===== src/rtl/core/wkp_pkg.sv =====
// wks record port bitmap parser: shared types and constants
// no dependencies; imported by every module of the block

package wkp_pkg;

    localparam int unsigned BYTE_W   = 8;
    localparam int unsigned PORT_W   = 16;
    localparam int unsigned ADDR_W   = 32;
    localparam int unsigned OFFS_W   = 16;
    localparam int unsigned M_DATA_W = 64;

    // record header: four address bytes then the protocol byte
    localparam logic [OFFS_W-1:0] HDR_LEN   = 16'd5;
    localparam logic [OFFS_W-1:0] ADDR_LEN  = 16'd4;
    localparam logic [OFFS_W-1:0] OFFS_MAX  = 16'hFFFF;
    localparam logic [PORT_W-1:0] LIMIT_RST = 16'd1023;

    localparam logic KIND_PORT    = 1'b0;
    localparam logic KIND_SUMMARY = 1'b1;

    localparam logic STATUS_OK    = 1'b0;
    localparam logic STATUS_SHORT = 1'b1;

    // one decoded input byte, waiting to be turned into result transfers
    typedef struct packed {
        logic [BYTE_W-1:0] mask;     // accepted port bits, index 0 = byte msb
        logic [PORT_W-1:0] base;     // port number of index 0
        logic              summary;  // record end summary follows the ports
        logic [ADDR_W-1:0] host;
        logic [BYTE_W-1:0] proto;
        logic              status;
    } job_t;

endpackage


===== src/rtl/core/wkp_front.sv =====
// wks record port bitmap parser: record state and per-byte bitmap decode
// depends on wkp_pkg

module wkp_front (
    input  logic                       aclk,
    input  logic                       aresetn,
    input  logic                       cfg_wr_en,
    input  logic [wkp_pkg::PORT_W-1:0] cfg_wr_data,
    input  logic                       in_fire,
    input  logic [wkp_pkg::BYTE_W-1:0] in_byte,
    input  logic                       in_last,
    output wkp_pkg::job_t              job
);
    import wkp_pkg::*;

    logic [OFFS_W-1:0] offset_reg, offset_next;
    logic [ADDR_W-1:0] addr_reg, addr_next;
    logic [BYTE_W-1:0] proto_reg, proto_next;
    logic              stopped_reg, stopped_next;
    logic [PORT_W-1:0] limit_reg;

    logic [OFFS_W+2:0] base_w;
    logic [BYTE_W-1:0] bit_set, over, keep;
    logic              in_scan, stop_hit, is_short;

    // bitmap byte b covers ports 8*b .. 8*b+7, msb first
    assign base_w  = {offset_reg - HDR_LEN, 3'b000};
    assign in_scan = (offset_reg >= HDR_LEN) && !stopped_reg;

    always_comb begin
        for (int i = 0; i < BYTE_W; i++) begin
            bit_set[i] = in_byte[BYTE_W-1-i];
            over[i]    = ({1'b0, base_w} + (OFFS_W+4)'(i)) > (OFFS_W+4)'(limit_reg);
        end
    end

    // ports rise with the index, so every bit past the first over-limit one is over too
    assign keep     = in_scan ? (bit_set & ~over) : '0;
    assign stop_hit = in_scan && ((bit_set & over) != '0);
    assign is_short = (offset_reg < ADDR_LEN);

    always_comb begin
        addr_next    = addr_reg;
        proto_next   = proto_reg;
        stopped_next = stopped_reg | stop_hit;
        offset_next  = (offset_reg == OFFS_MAX) ? offset_reg : offset_reg + 16'd1;
        if (offset_reg < ADDR_LEN) begin
            addr_next = {addr_reg[ADDR_W-BYTE_W-1:0], in_byte};
        end else if (offset_reg == ADDR_LEN) begin
            proto_next = in_byte;
        end
    end

    always_comb begin
        job.mask    = keep;
        job.base    = base_w[PORT_W-1:0];
        job.summary = in_last;
        job.host    = is_short ? '0 : addr_next;
        job.proto   = is_short ? '0 : proto_next;
        job.status  = is_short ? STATUS_SHORT : STATUS_OK;
    end

    always_ff @(posedge aclk) begin
        if (!aresetn) begin
            offset_reg  <= '0;
            addr_reg    <= '0;
            proto_reg   <= '0;
            stopped_reg <= 1'b0;
            limit_reg   <= LIMIT_RST;
        end else begin
            if (cfg_wr_en) begin
                limit_reg <= cfg_wr_data;
            end
            if (in_fire) begin
                if (in_last) begin
                    offset_reg  <= '0;
                    addr_reg    <= '0;
                    proto_reg   <= '0;
                    stopped_reg <= 1'b0;
                end else begin
                    offset_reg  <= offset_next;
                    addr_reg    <= addr_next;
                    proto_reg   <= proto_next;
                    stopped_reg <= stopped_next;
                end
            end
        end
    end

endmodule


===== src/rtl/core/wkp_emit.sv =====
// wks record port bitmap parser: job register and result sequencer
// depends on wkp_pkg

module wkp_emit (
    input  logic                         aclk,
    input  logic                         aresetn,
    input  logic                         in_fire,
    input  wkp_pkg::job_t                job,
    output logic                         job_take,
    output logic                         m_tvalid,
    input  logic                         m_tready,
    output logic [wkp_pkg::M_DATA_W-1:0] m_tdata,
    output logic                         m_tuser,
    output logic                         m_tlast
);
    import wkp_pkg::*;

    job_t                job_reg, job_next;
    logic                busy_reg;
    logic                out_valid_reg;
    logic [M_DATA_W-1:0] out_data_reg, out_data_next;
    logic                out_kind_reg, out_kind_next;
    logic                out_last_reg, out_last_next;

    logic                out_free, emit, done;
    logic [2:0]          idx;
    logic [BYTE_W-1:0]   rest;

    assign out_free = !out_valid_reg || m_tready;

    // lowest index first, i.e. msb of the bitmap byte first
    always_comb begin
        idx = '0;
        for (int i = BYTE_W - 1; i >= 0; i--) begin
            if (job_reg.mask[i]) begin
                idx = 3'(i);
            end
        end
    end

    assign rest = job_reg.mask & ~(8'b1 << idx);

    always_comb begin
        emit          = 1'b0;
        done          = 1'b0;
        job_next      = job_reg;
        out_data_next = out_data_reg;
        out_kind_next = out_kind_reg;
        out_last_next = out_last_reg;
        if (busy_reg) begin
            if (job_reg.mask != '0) begin
                if (out_free) begin
                    emit          = 1'b1;
                    job_next.mask = rest;
                    done          = (rest == '0) && !job_reg.summary;
                    out_kind_next = KIND_PORT;
                    out_last_next = done;
                    out_data_next = M_DATA_W'(job_reg.base + PORT_W'(idx));
                end
            end else if (job_reg.summary) begin
                if (out_free) begin
                    emit          = 1'b1;
                    done          = 1'b1;
                    out_kind_next = KIND_SUMMARY;
                    out_last_next = 1'b1;
                    out_data_next = {7'b0, job_reg.status, job_reg.proto, job_reg.host,
                                     {PORT_W{1'b0}}};
                end
            end else begin
                done = 1'b1;    // byte with nothing to report
            end
        end
    end

    assign job_take = !busy_reg || done;

    always_ff @(posedge aclk) begin
        if (!aresetn) begin
            busy_reg      <= 1'b0;
            out_valid_reg <= 1'b0;
        end else begin
            if (in_fire) begin
                busy_reg <= 1'b1;
            end else if (done) begin
                busy_reg <= 1'b0;
            end
            out_valid_reg <= emit || (out_valid_reg && !m_tready);
        end
    end

    always_ff @(posedge aclk) begin
        job_reg      <= in_fire ? job : job_next;
        out_data_reg <= out_data_next;
        out_kind_reg <= out_kind_next;
        out_last_reg <= out_last_next;
    end

    assign m_tvalid = out_valid_reg;
    assign m_tdata  = out_data_reg;
    assign m_tuser  = out_kind_reg;
    assign m_tlast  = out_last_reg;

endmodule


===== src/rtl/core/wks_record_port_bitmap_parser.sv =====
// wks record port bitmap parser: top level
// depends on wkp_pkg, wkp_front and wkp_emit
//
// usage
//  - slave channel: one record data byte per transfer in s_tdata, s_tlast on the
//    final byte of the record; bytes 0-3 are the big-endian ipv4 address, byte 4
//    the ip protocol, every later byte a slice of the port bitmap, msb first
//  - master channel: one result per transfer; m_tuser = 0 for a port found,
//    1 for the record end summary; m_tlast marks the last result of an input byte
//  - cfg_wr_en / cfg_wr_data write the port limit (reset 1023); the first set
//    bitmap bit above it ends scanning for the rest of the record
//  - result path: the transfer edge loads a byte into the job register, and its
//    first result then moves into the output register, which drives m_tvalid
//  - throughput: one result per cycle from the output register while m_tready is
//    high; a byte (0 to 9 results) leaves the job register once its last result,
//    if any, is taken, so header and sparse bitmap bytes stream at one per cycle
//  - a stall on m_tready holds the output register; the job register and then
//    s_tready back up behind it, nothing is dropped
//  - reset (aresetn low, synchronous) empties both registers, clears the record
//    state and restores the port limit; no clearing pass is needed

module wks_record_port_bitmap_parser (
    input  logic                         aclk,
    input  logic                         aresetn,

    input  logic                         cfg_wr_en,
    input  logic [wkp_pkg::PORT_W-1:0]   cfg_wr_data,   // port_limit

    input  logic                         s_tvalid,
    output logic                         s_tready,
    input  logic [wkp_pkg::BYTE_W-1:0]   s_tdata,       // [7:0] data_byte
    input  logic                         s_tlast,       // last_byte

    output logic                         m_tvalid,
    input  logic                         m_tready,
    // [15:0] port_number, [47:16] host_address, [55:48] ip_protocol,
    // [56] status, [63:57] zero
    output logic [wkp_pkg::M_DATA_W-1:0] m_tdata,
    output logic                         m_tuser,       // kind
    output logic                         m_tlast        // final_res
);
    import wkp_pkg::*;

    job_t job;
    logic in_fire;
    logic job_take;

    // a new byte enters whenever the job register empties this cycle
    assign s_tready = job_take;
    assign in_fire  = s_tvalid && job_take;

    wkp_front u_front (
        .aclk        (aclk),
        .aresetn     (aresetn),
        .cfg_wr_en   (cfg_wr_en),
        .cfg_wr_data (cfg_wr_data),
        .in_fire     (in_fire),
        .in_byte     (s_tdata),
        .in_last     (s_tlast),
        .job         (job)
    );

    wkp_emit u_emit (
        .aclk     (aclk),
        .aresetn  (aresetn),
        .in_fire  (in_fire),
        .job      (job),
        .job_take (job_take),
        .m_tvalid (m_tvalid),
        .m_tready (m_tready),
        .m_tdata  (m_tdata),
        .m_tuser  (m_tuser),
        .m_tlast  (m_tlast)
    );

endmodule


===== config.mk =====
export PLATFORM = sky130hd
export DESIGN_NAME = wks_record_port_bitmap_parser
export DESIGN_NICKNAME = d
export VERILOG_FILES = /design/src/rtl/core/wkp_pkg.sv /design/src/rtl/core/wkp_front.sv /design/src/rtl/core/wkp_emit.sv /design/src/rtl/core/wks_record_port_bitmap_parser.sv
export SDC_FILE = /design/constraint.sdc
export NUM_CORES = 1
export LEC_CHECK = 0
export ABC_AREA = 0
export ABC_CLOCK_PERIOD_IN_PS = 8180
export BUFFER_PORTS_ARGS = -buffer_cell sky130_fd_sc_hd__buf_2
export CAP_MARGIN = 20
export CORE_ASPECT_RATIO = 0.6
export CORE_UTILIZATION = 55
export DETAILED_ROUTE_END_ITERATION = 7
export HOLD_SLACK_MARGIN = 0.12
export PLACE_DENSITY = 0.75
export SYNTH_ARGS = -nofsm -noshare
export SYNTH_HDL_FRONTEND = slang
export SYNTH_HIERARCHICAL = 1
export SYNTH_SLANG_ARGS = --single-unit

===== constraint.sdc =====
create_clock -name aclk -period 8.18 [get_ports aclk]
set_clock_uncertainty 0.2 [all_clocks]
set_input_delay 0.409 -clock aclk [delete_from_list [all_inputs] [get_ports aclk]]
set_output_delay 0.409 -clock aclk [all_outputs]
set_load 0.05 [all_outputs]

-- Word level (Yosys, flattened, before mapping)
Index checks and enable logic that the tools add are counted.
- register bits after elaboration: 204
- RAM bits: 0
- bits in latches: 0
- bits in read-only memories: 0
- memories kept: 0
- input bits: 30
- equal/unequal tests: 3
- shift-type cells: 1
- multiply operators: 0
- $add $sub $neg: 10
- div/mod/pow operators: 0
- reduce and logical (&&, ||, !) cells: 24
- multiplexer cells: 44
- magnitude comparators: 10
- bitwise gates (word level): 6
- operator list (cell ; count):
    $mux W64 ; 4
    $gt A20 B16 Y1 ; 7
    $mux W32 ; 3
    $add A19 B3 Y20 const B ; 4
    $mux W66 ; 1
    $mux W8 ; 8
    $add A19 B2 Y20 const B ; 2
    $mux W16 ; 2
    $and A8 B8 Y8 ; 3
    $mux W3 ; 8
    $add A19 B1 Y20 const B ; 1
    $gt A19 B16 Y1 ; 1
    $mux W1 ; 18
    $add A16 B3 Y17 ; 1
    $add A16 B1 Y16 const B ; 1
    $eq A16 B16 Y1 const B ; 1
    $eq A16 B3 Y1 const B ; 1
    $ge A16 B3 Y1 const B ; 1
    $lt A16 B3 Y1 const B ; 1
    $not A8 Y8 ; 2
    $reduce_bool A8 Y1 ; 2
    $sub A16 B3 Y16 const B ; 1
    $reduce_bool A2 Y1 ; 5
    $logic_not A8 Y1 ; 1
    other kinds (8) ; 19

-- Longest topological paths before layout
Gate-level depths: netlist (run 1).
- depth after elaboration: 20
- gate-level depth with buffers: 16

-- By module
The synthesis (run 1) kept the hierarchy.
- by module, submodules not included (module ; seq. area each (um^2) ; cells an instance ; area an instance (um^2) ; times used):
    wkp_emit ; 3793.6 ; 314 ; 4962.3 ; 1
    wkp_front ; 1461.4 ; 502 ; 4155.2 ; 1
    wks_record_port_bitmap_parser ; 0.0 ; 1 ; 6.3 ; 1

-- Least setup slack after synthesis (run 1)
No wires, ideal clock.
- kind: reg2reg
- start: register u_emit/job_reg[58] (netlist bit)
- end: register u_front.addr_reg[0]
- data required time: 7.915 ns
- arrival: 4.896 ns
- period minus slack after synthesis: 5.161 ns
- path slack: 3.019 ns
- cell stages (with the launch flop): 11
- path through: edfxtp_1 > or4_4 > a2111oi_4 > o21ai_2 > o211ai_2 > and2_1 > clkbuf_1 > nor4b_1 > clkbuf_1 > a22oi_1 > nor2b_1
- cells in the longest elaborated chain, start to end: 11
- ends and longest elaborated chain (element ; RTL line ; text):
    from (decl) ; wkp_emit.sv:18 ; job_t job_reg, job_next;
    from (signal assigned) ; wkp_emit.sv:92 ; job_reg <= in_fire ? job : job_next;
    $mux W3 ; wkp_emit.sv:35 ; if (job_reg.mask[i]) begin
    $shl A1 B3 Y8 ; wkp_emit.sv:41 ; assign rest = job_reg.mask & ~(8'b1 << idx);
    $not A8 Y8 ; wkp_emit.sv:41 ;
    $and A8 B8 Y8 ; wkp_emit.sv:41 ;
    $logic_not A8 Y1 ; wkp_emit.sv:55 ; done = (rest == '0) && !job_reg.summary;
    $logic_and A1 B1 Y1 ; wkp_emit.sv:55 ;
    $mux W1 ; wkp_emit.sv:52 ; if (out_free) begin
    $mux W1 * ; wkp_emit.sv:51 ; if (job_reg.mask != '0) begin
    $mux W1 * ; wkp_emit.sv:50 ; if (busy_reg) begin
    $logic_or A1 B1 Y1 * ; wkp_emit.sv:75 ; assign job_take = !busy_reg || done;
    named net s_tready ; wks_record_port_bitmap_parser.sv:30 ; output logic s_tready,
    $logic_and A1 B1 Y1 * ; wks_record_port_bitmap_parser.sv:50 ; assign in_fire = s_tvalid && job_take;
    named net in_fire ; wks_record_port_bitmap_parser.sv:45 ; logic in_fire;
    to (signal assigned) ; wkp_front.sv:82 ; addr_reg <= addr_next;
    to (decl) ; wkp_front.sv:17 ; logic [ADDR_W-1:0] addr_reg, addr_next;
The timed path passes the listed nets; every way through them passes the cells marked *.
A chain may end at the register's enable or synchronous reset.

==> results of run 1 <==
routing by layer:
layer	share of wire (%)	wire length (um)	GRT usage, %	up-vias
met5	0	0	0	-
met4	1.1	211	8.322	0
met3	7.7	1499	4.807	22
met2	41	8046	33.20	246
met1	50	9783	36.37	3032
li1	-	-	-	3097
cell type report:
cell class	instances	area share [%]
Sequential cell	200	50.17
Multi-Input combinational cell	542	33.80
Timing Repair Buffer	115	6.498
Clock buffer	17	4.061
Tap cell	209	2.496
Clock inverter	15	1.947
Inverter	28	1.027
power by group:
part           total (mW)  internal, mW  switching [mW]  leakage [nW]
logic               0.749         0.189           0.560          1.84
clock network       0.869         0.427           0.442         0.303
registers            1.34          1.26          0.0808          1.78
total                2.96          1.87            1.08          3.92
cell usage in the layout, fill, tap and decap left out, drive strengths merged, types with 12 or more instances in the layout:
cell         instances
inv                 38
or3                 15
nor2b               82
and3                45
dfxtp               75
o21ai               26
nand2               55
a21oi               24
xor2                17
edfxtp             125
buf                 98
nor2                61
a22oi               41
nand3               12
clkbuf              17
dlygate4sd3         17
mux2i               16
ha                  20
nor3                12
final timing paths:
check,slack (ps),startpoint,endpoint
hold / removal,150,s_tdata[5],u_front/proto_reg[5]
hold reg to reg,300,u_front/limit_reg[5],u_front/limit_reg[5]
setup reg to reg,3860,u_front/offset_reg[3],u_front/stopped_reg
setup / recovery,3860,u_front/offset_reg[3],u_front/stopped_reg
cells by family after synthesis:
group	Yosys count	share of synthesized area, %
buffers and inverters	83	4.196
xor gates and xnor gates	28	2.688
AOI/OAI and AO/OA	137	10.81
DFF	200	57.60
adders and majority gates	21	2.962
and+or+nand+nor	330	19.91
muxes	16	1.755
other	2	0.08231
metrics by stage:
step | util, % | setup WS [ps]
finish | 64.60 | 3857
detailed placement | 59.67 | 3969
global placement | 59.67 | 4033
global route | 64.60 | 3582
floorplan | - | 3019
CTS | 64.60 | 3899
repair_timing:
| item | CTS | global route |
|---|---|---|
| endpoints found under the hold margin | 17 | 0 |
| hold buffers | 17 | 0 |
| setup endpoints to repair | 0 | 0 |
synthesized netlist by cell type (all sizes together) (6+ instances only):
| master | number | area [um2] |
|---|---|---|
| a211oi | 7 | 52.55 |
| a21oi | 24 | 120.1 |
| a22oi | 41 | 307.8 |
| and2 | 10 | 63.81 |
| and3 | 45 | 281.5 |
| buf | 17 | 132.6 |
| clkbuf | 38 | 142.6 |
| dfxtp | 75 | 1501 |
| edfxtp | 125 | 3754 |
| ha | 20 | 250.2 |
| inv | 28 | 107.6 |
| mux2i | 16 | 160.2 |
| nand2 | 55 | 206.5 |
| nand3 | 12 | 60.06 |
| nand4 | 10 | 62.56 |
| nor2 | 61 | 231.5 |
| nor2b | 82 | 513.0 |
| nor3 | 12 | 60.06 |
| nor4 | 6 | 58.80 |
| o211ai | 11 | 92.58 |
| o21ai | 26 | 133.9 |
| or3 | 15 | 93.84 |
| xnor2 | 11 | 96.34 |
| xor2 | 17 | 148.9 |
worst register-to-register path: cells and delay by family (launching register included):
family,cells,cell delay (ps)
adder cells (fa/ha/maj),1,290
XOR/XNOR,1,240
flip-flops,1,390
AO/OA/AOI/OAI,5,980
AND/OR/NAND/NOR,6,2080
==> flow_summary.ini, run 1 <==
[finish]
n_antenna_cell = 0
multi_input_comb_area_um2 = 3541
fin_nets = 955
final_cells = 1126
design_area_um2 = 10480
largest_register_ff_count = 58
nFillCells = 1293
regArea_um2 = 5255
drive_above_1_share_pct = 16.90
syn2layout_area_growth_pct = 14.81

[timing]
relSlewSlack_pct = 44.99
drv_slew = 0
whs_ps = 148.3
finalSetupTns_ps = 0
rsz0062_at_grt = no
tightest_slew_ps = 821.4
max_freq_ghz = 0.2313
fin_crit_sh_pct = 52.85
min_period_ps = 4323
final_hold_viol_count = 0
final-setup-viol-count = 0

[grt]
antenna_found_initial = 0
grt_max_degree = 62
overflow = 0
grt_pass1_wl_mm = 30.97
grt_use_total_pct = 23.73
grt_pass1_vias = 5777

[placed_design]
io_buffers = 90
dp_cells = 1077
placed_area_um2 = 9676
globalplace.congestion = 0.9257
dp_hpwl_mm = 13.24

[logic_synthesis]
synth.avg_cell_area_um2 = 11.17
ys_async_sr_fraction_pct = 0
synth_cell_type_count = 67
synth_seq_area_share_pct = 57.60
yosysWarnings = 6
synth_edf_count = 125
syn-cell-area_um2 = 9124
synth_seq_cells = 200
synthCells = 817
synthFlopType = edfxtp_1

[critical_path]
crit_path_max_incr_delay_ps = 570
crit_buf_inv = 0
critPathKind = flop to flop
crit_family = simple AND/OR/NAND/NOR gates
start_kind = flop
cp.required_ps = 8290
arrival_ps = 4430
path_common_cell = or3_1
cp_slowest_cell = or4_4
crit_fanout = 8
path_depth = 13
cp-end-kind = flop
crit_chain = or4_4, or3_1, nor2_1, xor2_1, ha_1, a211oi_1, nor2_1, or3_1, o21a_1, or3_1, a31o_1, a221oi_2, a31oi_1
rr_worst_depth = 13

[clock_network]
insertion_delay_ps = 440
post-cts-setup-buffers = 0
h-tree-depth = 4
clockBufferDepth = 2
cts_resized = 0
clock_sink_count = 200
root_buffer = clkbuf_16
cts_tree = done
numCtsBuffers = 17
clkTransAtPathRegs_ps = 80

[run_status]
status = finished clean

[die]
dieArea_um2 = 17120
core_um2 = 16220
placementRows = 36
fp.dieW_um = 168.3
start_util_pct = 56.27
die_y_um = 101.8
num_io_pins = 98

[pwr]
total_power_mw = 2.957
power_density_nw_per_um2 = 282.3
ir_worst_vdd_v = 0.0001366
power_leakage_nw = 3.924

[routing]
drtIter0Drc = 679
viasPerCell = 5.681
ant_nets = 0
num_vias = 6397
drtPass1Iterations = 7
drc_errors = 0
wl_mm = 19.54
route.detailed.wl_per_inst_um = 17.35

[hold_path]
hold_class = input port to flop
min_path_cells = 3

[job]
cap_violations = 0
Note: power is estimated with default switching activity, not from simulation.
==> run 2, diff against run 1 <==
--- a/config.mk
+++ b/config.mk
@@ -6,7 +6,7 @@
 export NUM_CORES = 1
 export LEC_CHECK = 0
 export ABC_AREA = 0
-export ABC_CLOCK_PERIOD_IN_PS = 8180
+export ABC_CLOCK_PERIOD_IN_PS = 4280
 export BUFFER_PORTS_ARGS = -buffer_cell sky130_fd_sc_hd__buf_2
 export CAP_MARGIN = 20
 export CORE_ASPECT_RATIO = 0.6
==> constraint.sdc (replaced) <==
create_clock -name aclk -period 4.28 [get_ports aclk]
set_clock_uncertainty 0.2 [all_clocks]
set_input_delay 0.214 -clock aclk [delete_from_list [all_inputs] [get_ports aclk]]
set_output_delay 0.214 -clock aclk [all_outputs]
set_load 0.05 [all_outputs]
==> run 2 against run 1 <==
Die area stayed put. Fmax is 5.7% higher. First-iteration DRC count is 6.2% higher. Largest cell class unchanged.
==> flow_summary.ini, run 2 (synthesis gave the netlist of run 1 again) <==
[critical_path]
start_kind = flop
critPathKind = flop to flop
arrival_ps = 4200
path_common_cell = ha_1
path_depth = 13
crit_family = simple AND/OR/NAND/NOR gates
r2r_setup_slack_ps = 190
crit_fanout = 8
crit_buf_inv = 1
cp.required_ps = 4390
cp-end-kind = flop
crit_chain = inv_1, ha_1, nor2b_1, nor3_1, xor2_1, ha_1, nand4_1, nor2_1, o2111ai_1, or4_4, a31o_1, a221oi_2, a31oi_1
r2r_end = u_front/stopped_reg
crit_path_max_incr_delay_ps = 610
worst_r2r_startpoint = u_front/offset_reg[0]
rr_worst_depth = 13
cp_slowest_cell = or4_4

[finish]
fin_util_pct = 65.86
drive_above_1_share_pct = 17.67
largest_register_ff_count = 58
final_common_cell = edfxtp_1
fin_nets = 972
design_area_um2 = 10680
syn2layout_area_growth_pct = 17.06
final_cell_mix = 125 x edfxtp_1, 90 x buf_2, 82 x nor2b_1, 73 x dfxtp_1, 59 x nor2_1
n_antenna_cell = 0

[placed_design]
dp_hpwl_mm = 13.36
pre_cts_ws_ps = 156.7
globalplace.congestion = 0.9045
io_buffers = 90
placed_area_um2 = 9703

[hold_path]
worst_hold_startpoint = cfg_wr_en
hold_class = input port to flop
holdPathEnd = u_front/limit_reg[9]
min_path_cells = 3

[routing]
viasPerCell = 5.712
drc_errors = 0
num_vias = 6529
drtIter0Drc = 721
ant_nets = 0
wl_mm = 20.11
route.detailed.wl_per_inst_um = 17.59
drtPass1Iterations = 5

[pwr]
switching_share_pct = 36.04
ir_worst_vdd_v = 0.0002163
p_comb_share_pct = 25.4
power_density_nw_per_um2 = 533.2
p_seq_share_pct = 45.0
power_leakage_nw = 4.002
p_switching_mw = 2.052
clock_power_share_pct = 29.6
total_power_mw = 5.695
internal_power_mw = 3.643

[timing]
finalSetupTns_ps = 0
relSlewSlack_pct = 40.22
drv_slew = 0
max_freq_ghz = 0.2446
final-setup-viol-count = 0
fin_ws_ps = 191.7
tightest_slew_ps = 892.5
rsz0062_at_grt = no
final_hold_viol_count = 0
fin_crit_sh_pct = 95.52
min_period_ps = 4088

[grt]
grt_max_degree = 83
antenna_found_initial = 0
grt_pass1_wl_mm = 31.41
grt_pass1_vias = 5823
grt_use_total_pct = 24.17
overflow = 0

[clock_network]
root_buffer = clkbuf_16
numCtsBuffers = 17
insertion_delay_ps = 440
h-tree-depth = 4
clockBufferDepth = 2
clkTransAtPathRegs_ps = 80
clock_sink_count = 200
cts_tree = done

[die]
num_io_pins = 98
core_um2 = 16220
die_y_um = 101.8
dieArea_um2 = 17120
fp.dieW_um = 168.3
start_util_pct = 56.27
placementRows = 36

[run_status]
status = finished clean

[job]
cap_violations = 0
[run 2: power groups by stage]
stage | Combinational (mW) | Clock [mW] | Sequential [mW]
2_1_floorplan | 0.645 | 0 | 3.03
4_1_cts | 1.44 | 1.71 | 2.56
3_3_place_gp | 1.40 | 0 | 2.59
6_report | 1.45 | 1.69 | 2.56
5_1_grt | 1.55 | 1.79 | 2.59
3_5_place_dp | 1.41 | 0 | 2.60
[run 2: tightest hold or removal path: stages]
cell      delay [ps]
buf_2            270
nand2_1          120
o211ai_1          80
[run 2: final cells by class]
type                    count  area [um2]
fillers                  1249        5535
flip-flops and latches    200        5258
multi-input cells         542        3562
repair buffers            132       855.8
clock buffers              17       425.4
well taps                 209       261.5
clock inverters            15       210.2
inverters                  28       107.6
[run 2: per-stage QoR]
step / hold WS [ps] / instances
2_1_floorplan: 142.6 / 825
3_3_place_gp: 230.5 / 1079
6_report: 121.1 / 1143
3_5_place_dp: 239.5 / 1079
4_1_cts: 121.0 / 1142
5_1_grt: 128.8 / 1143
[run 2: worst max-delay path by stage]
stage,startpoint,endpoint,slack (ps)
2_1_floorplan,u_emit/job_reg[58],u_front/addr_reg[0],9
3_3_place_gp,u_front/offset_reg[4],u_front/stopped_reg,210
3_5_place_dp,u_front/offset_reg[4],u_front/stopped_reg,160
4_1_cts,u_front/offset_reg[4],u_front/stopped_reg,70
5_1_grt,u_front/offset_reg[0],u_front/stopped_reg,9
6_report,u_front/offset_reg[0],u_front/stopped_reg,190
[run 2: routing by layer]
layer  up-vias  wire, um  global-route usage, %
li1       3125         -                      -
met2       217      8476                  33.96
met4         0       175                  7.343
met5         -         0                      0
met1      3175     10430                  37.59
met3        12      1026                  4.455
[run 2: repair_timing]
item                       CTS  global route
hold endpoints to repair    51             0
resized for setup            0             7
buffers inserted             0             1
setup endpoints to repair    0             4
hold buffers                31             0
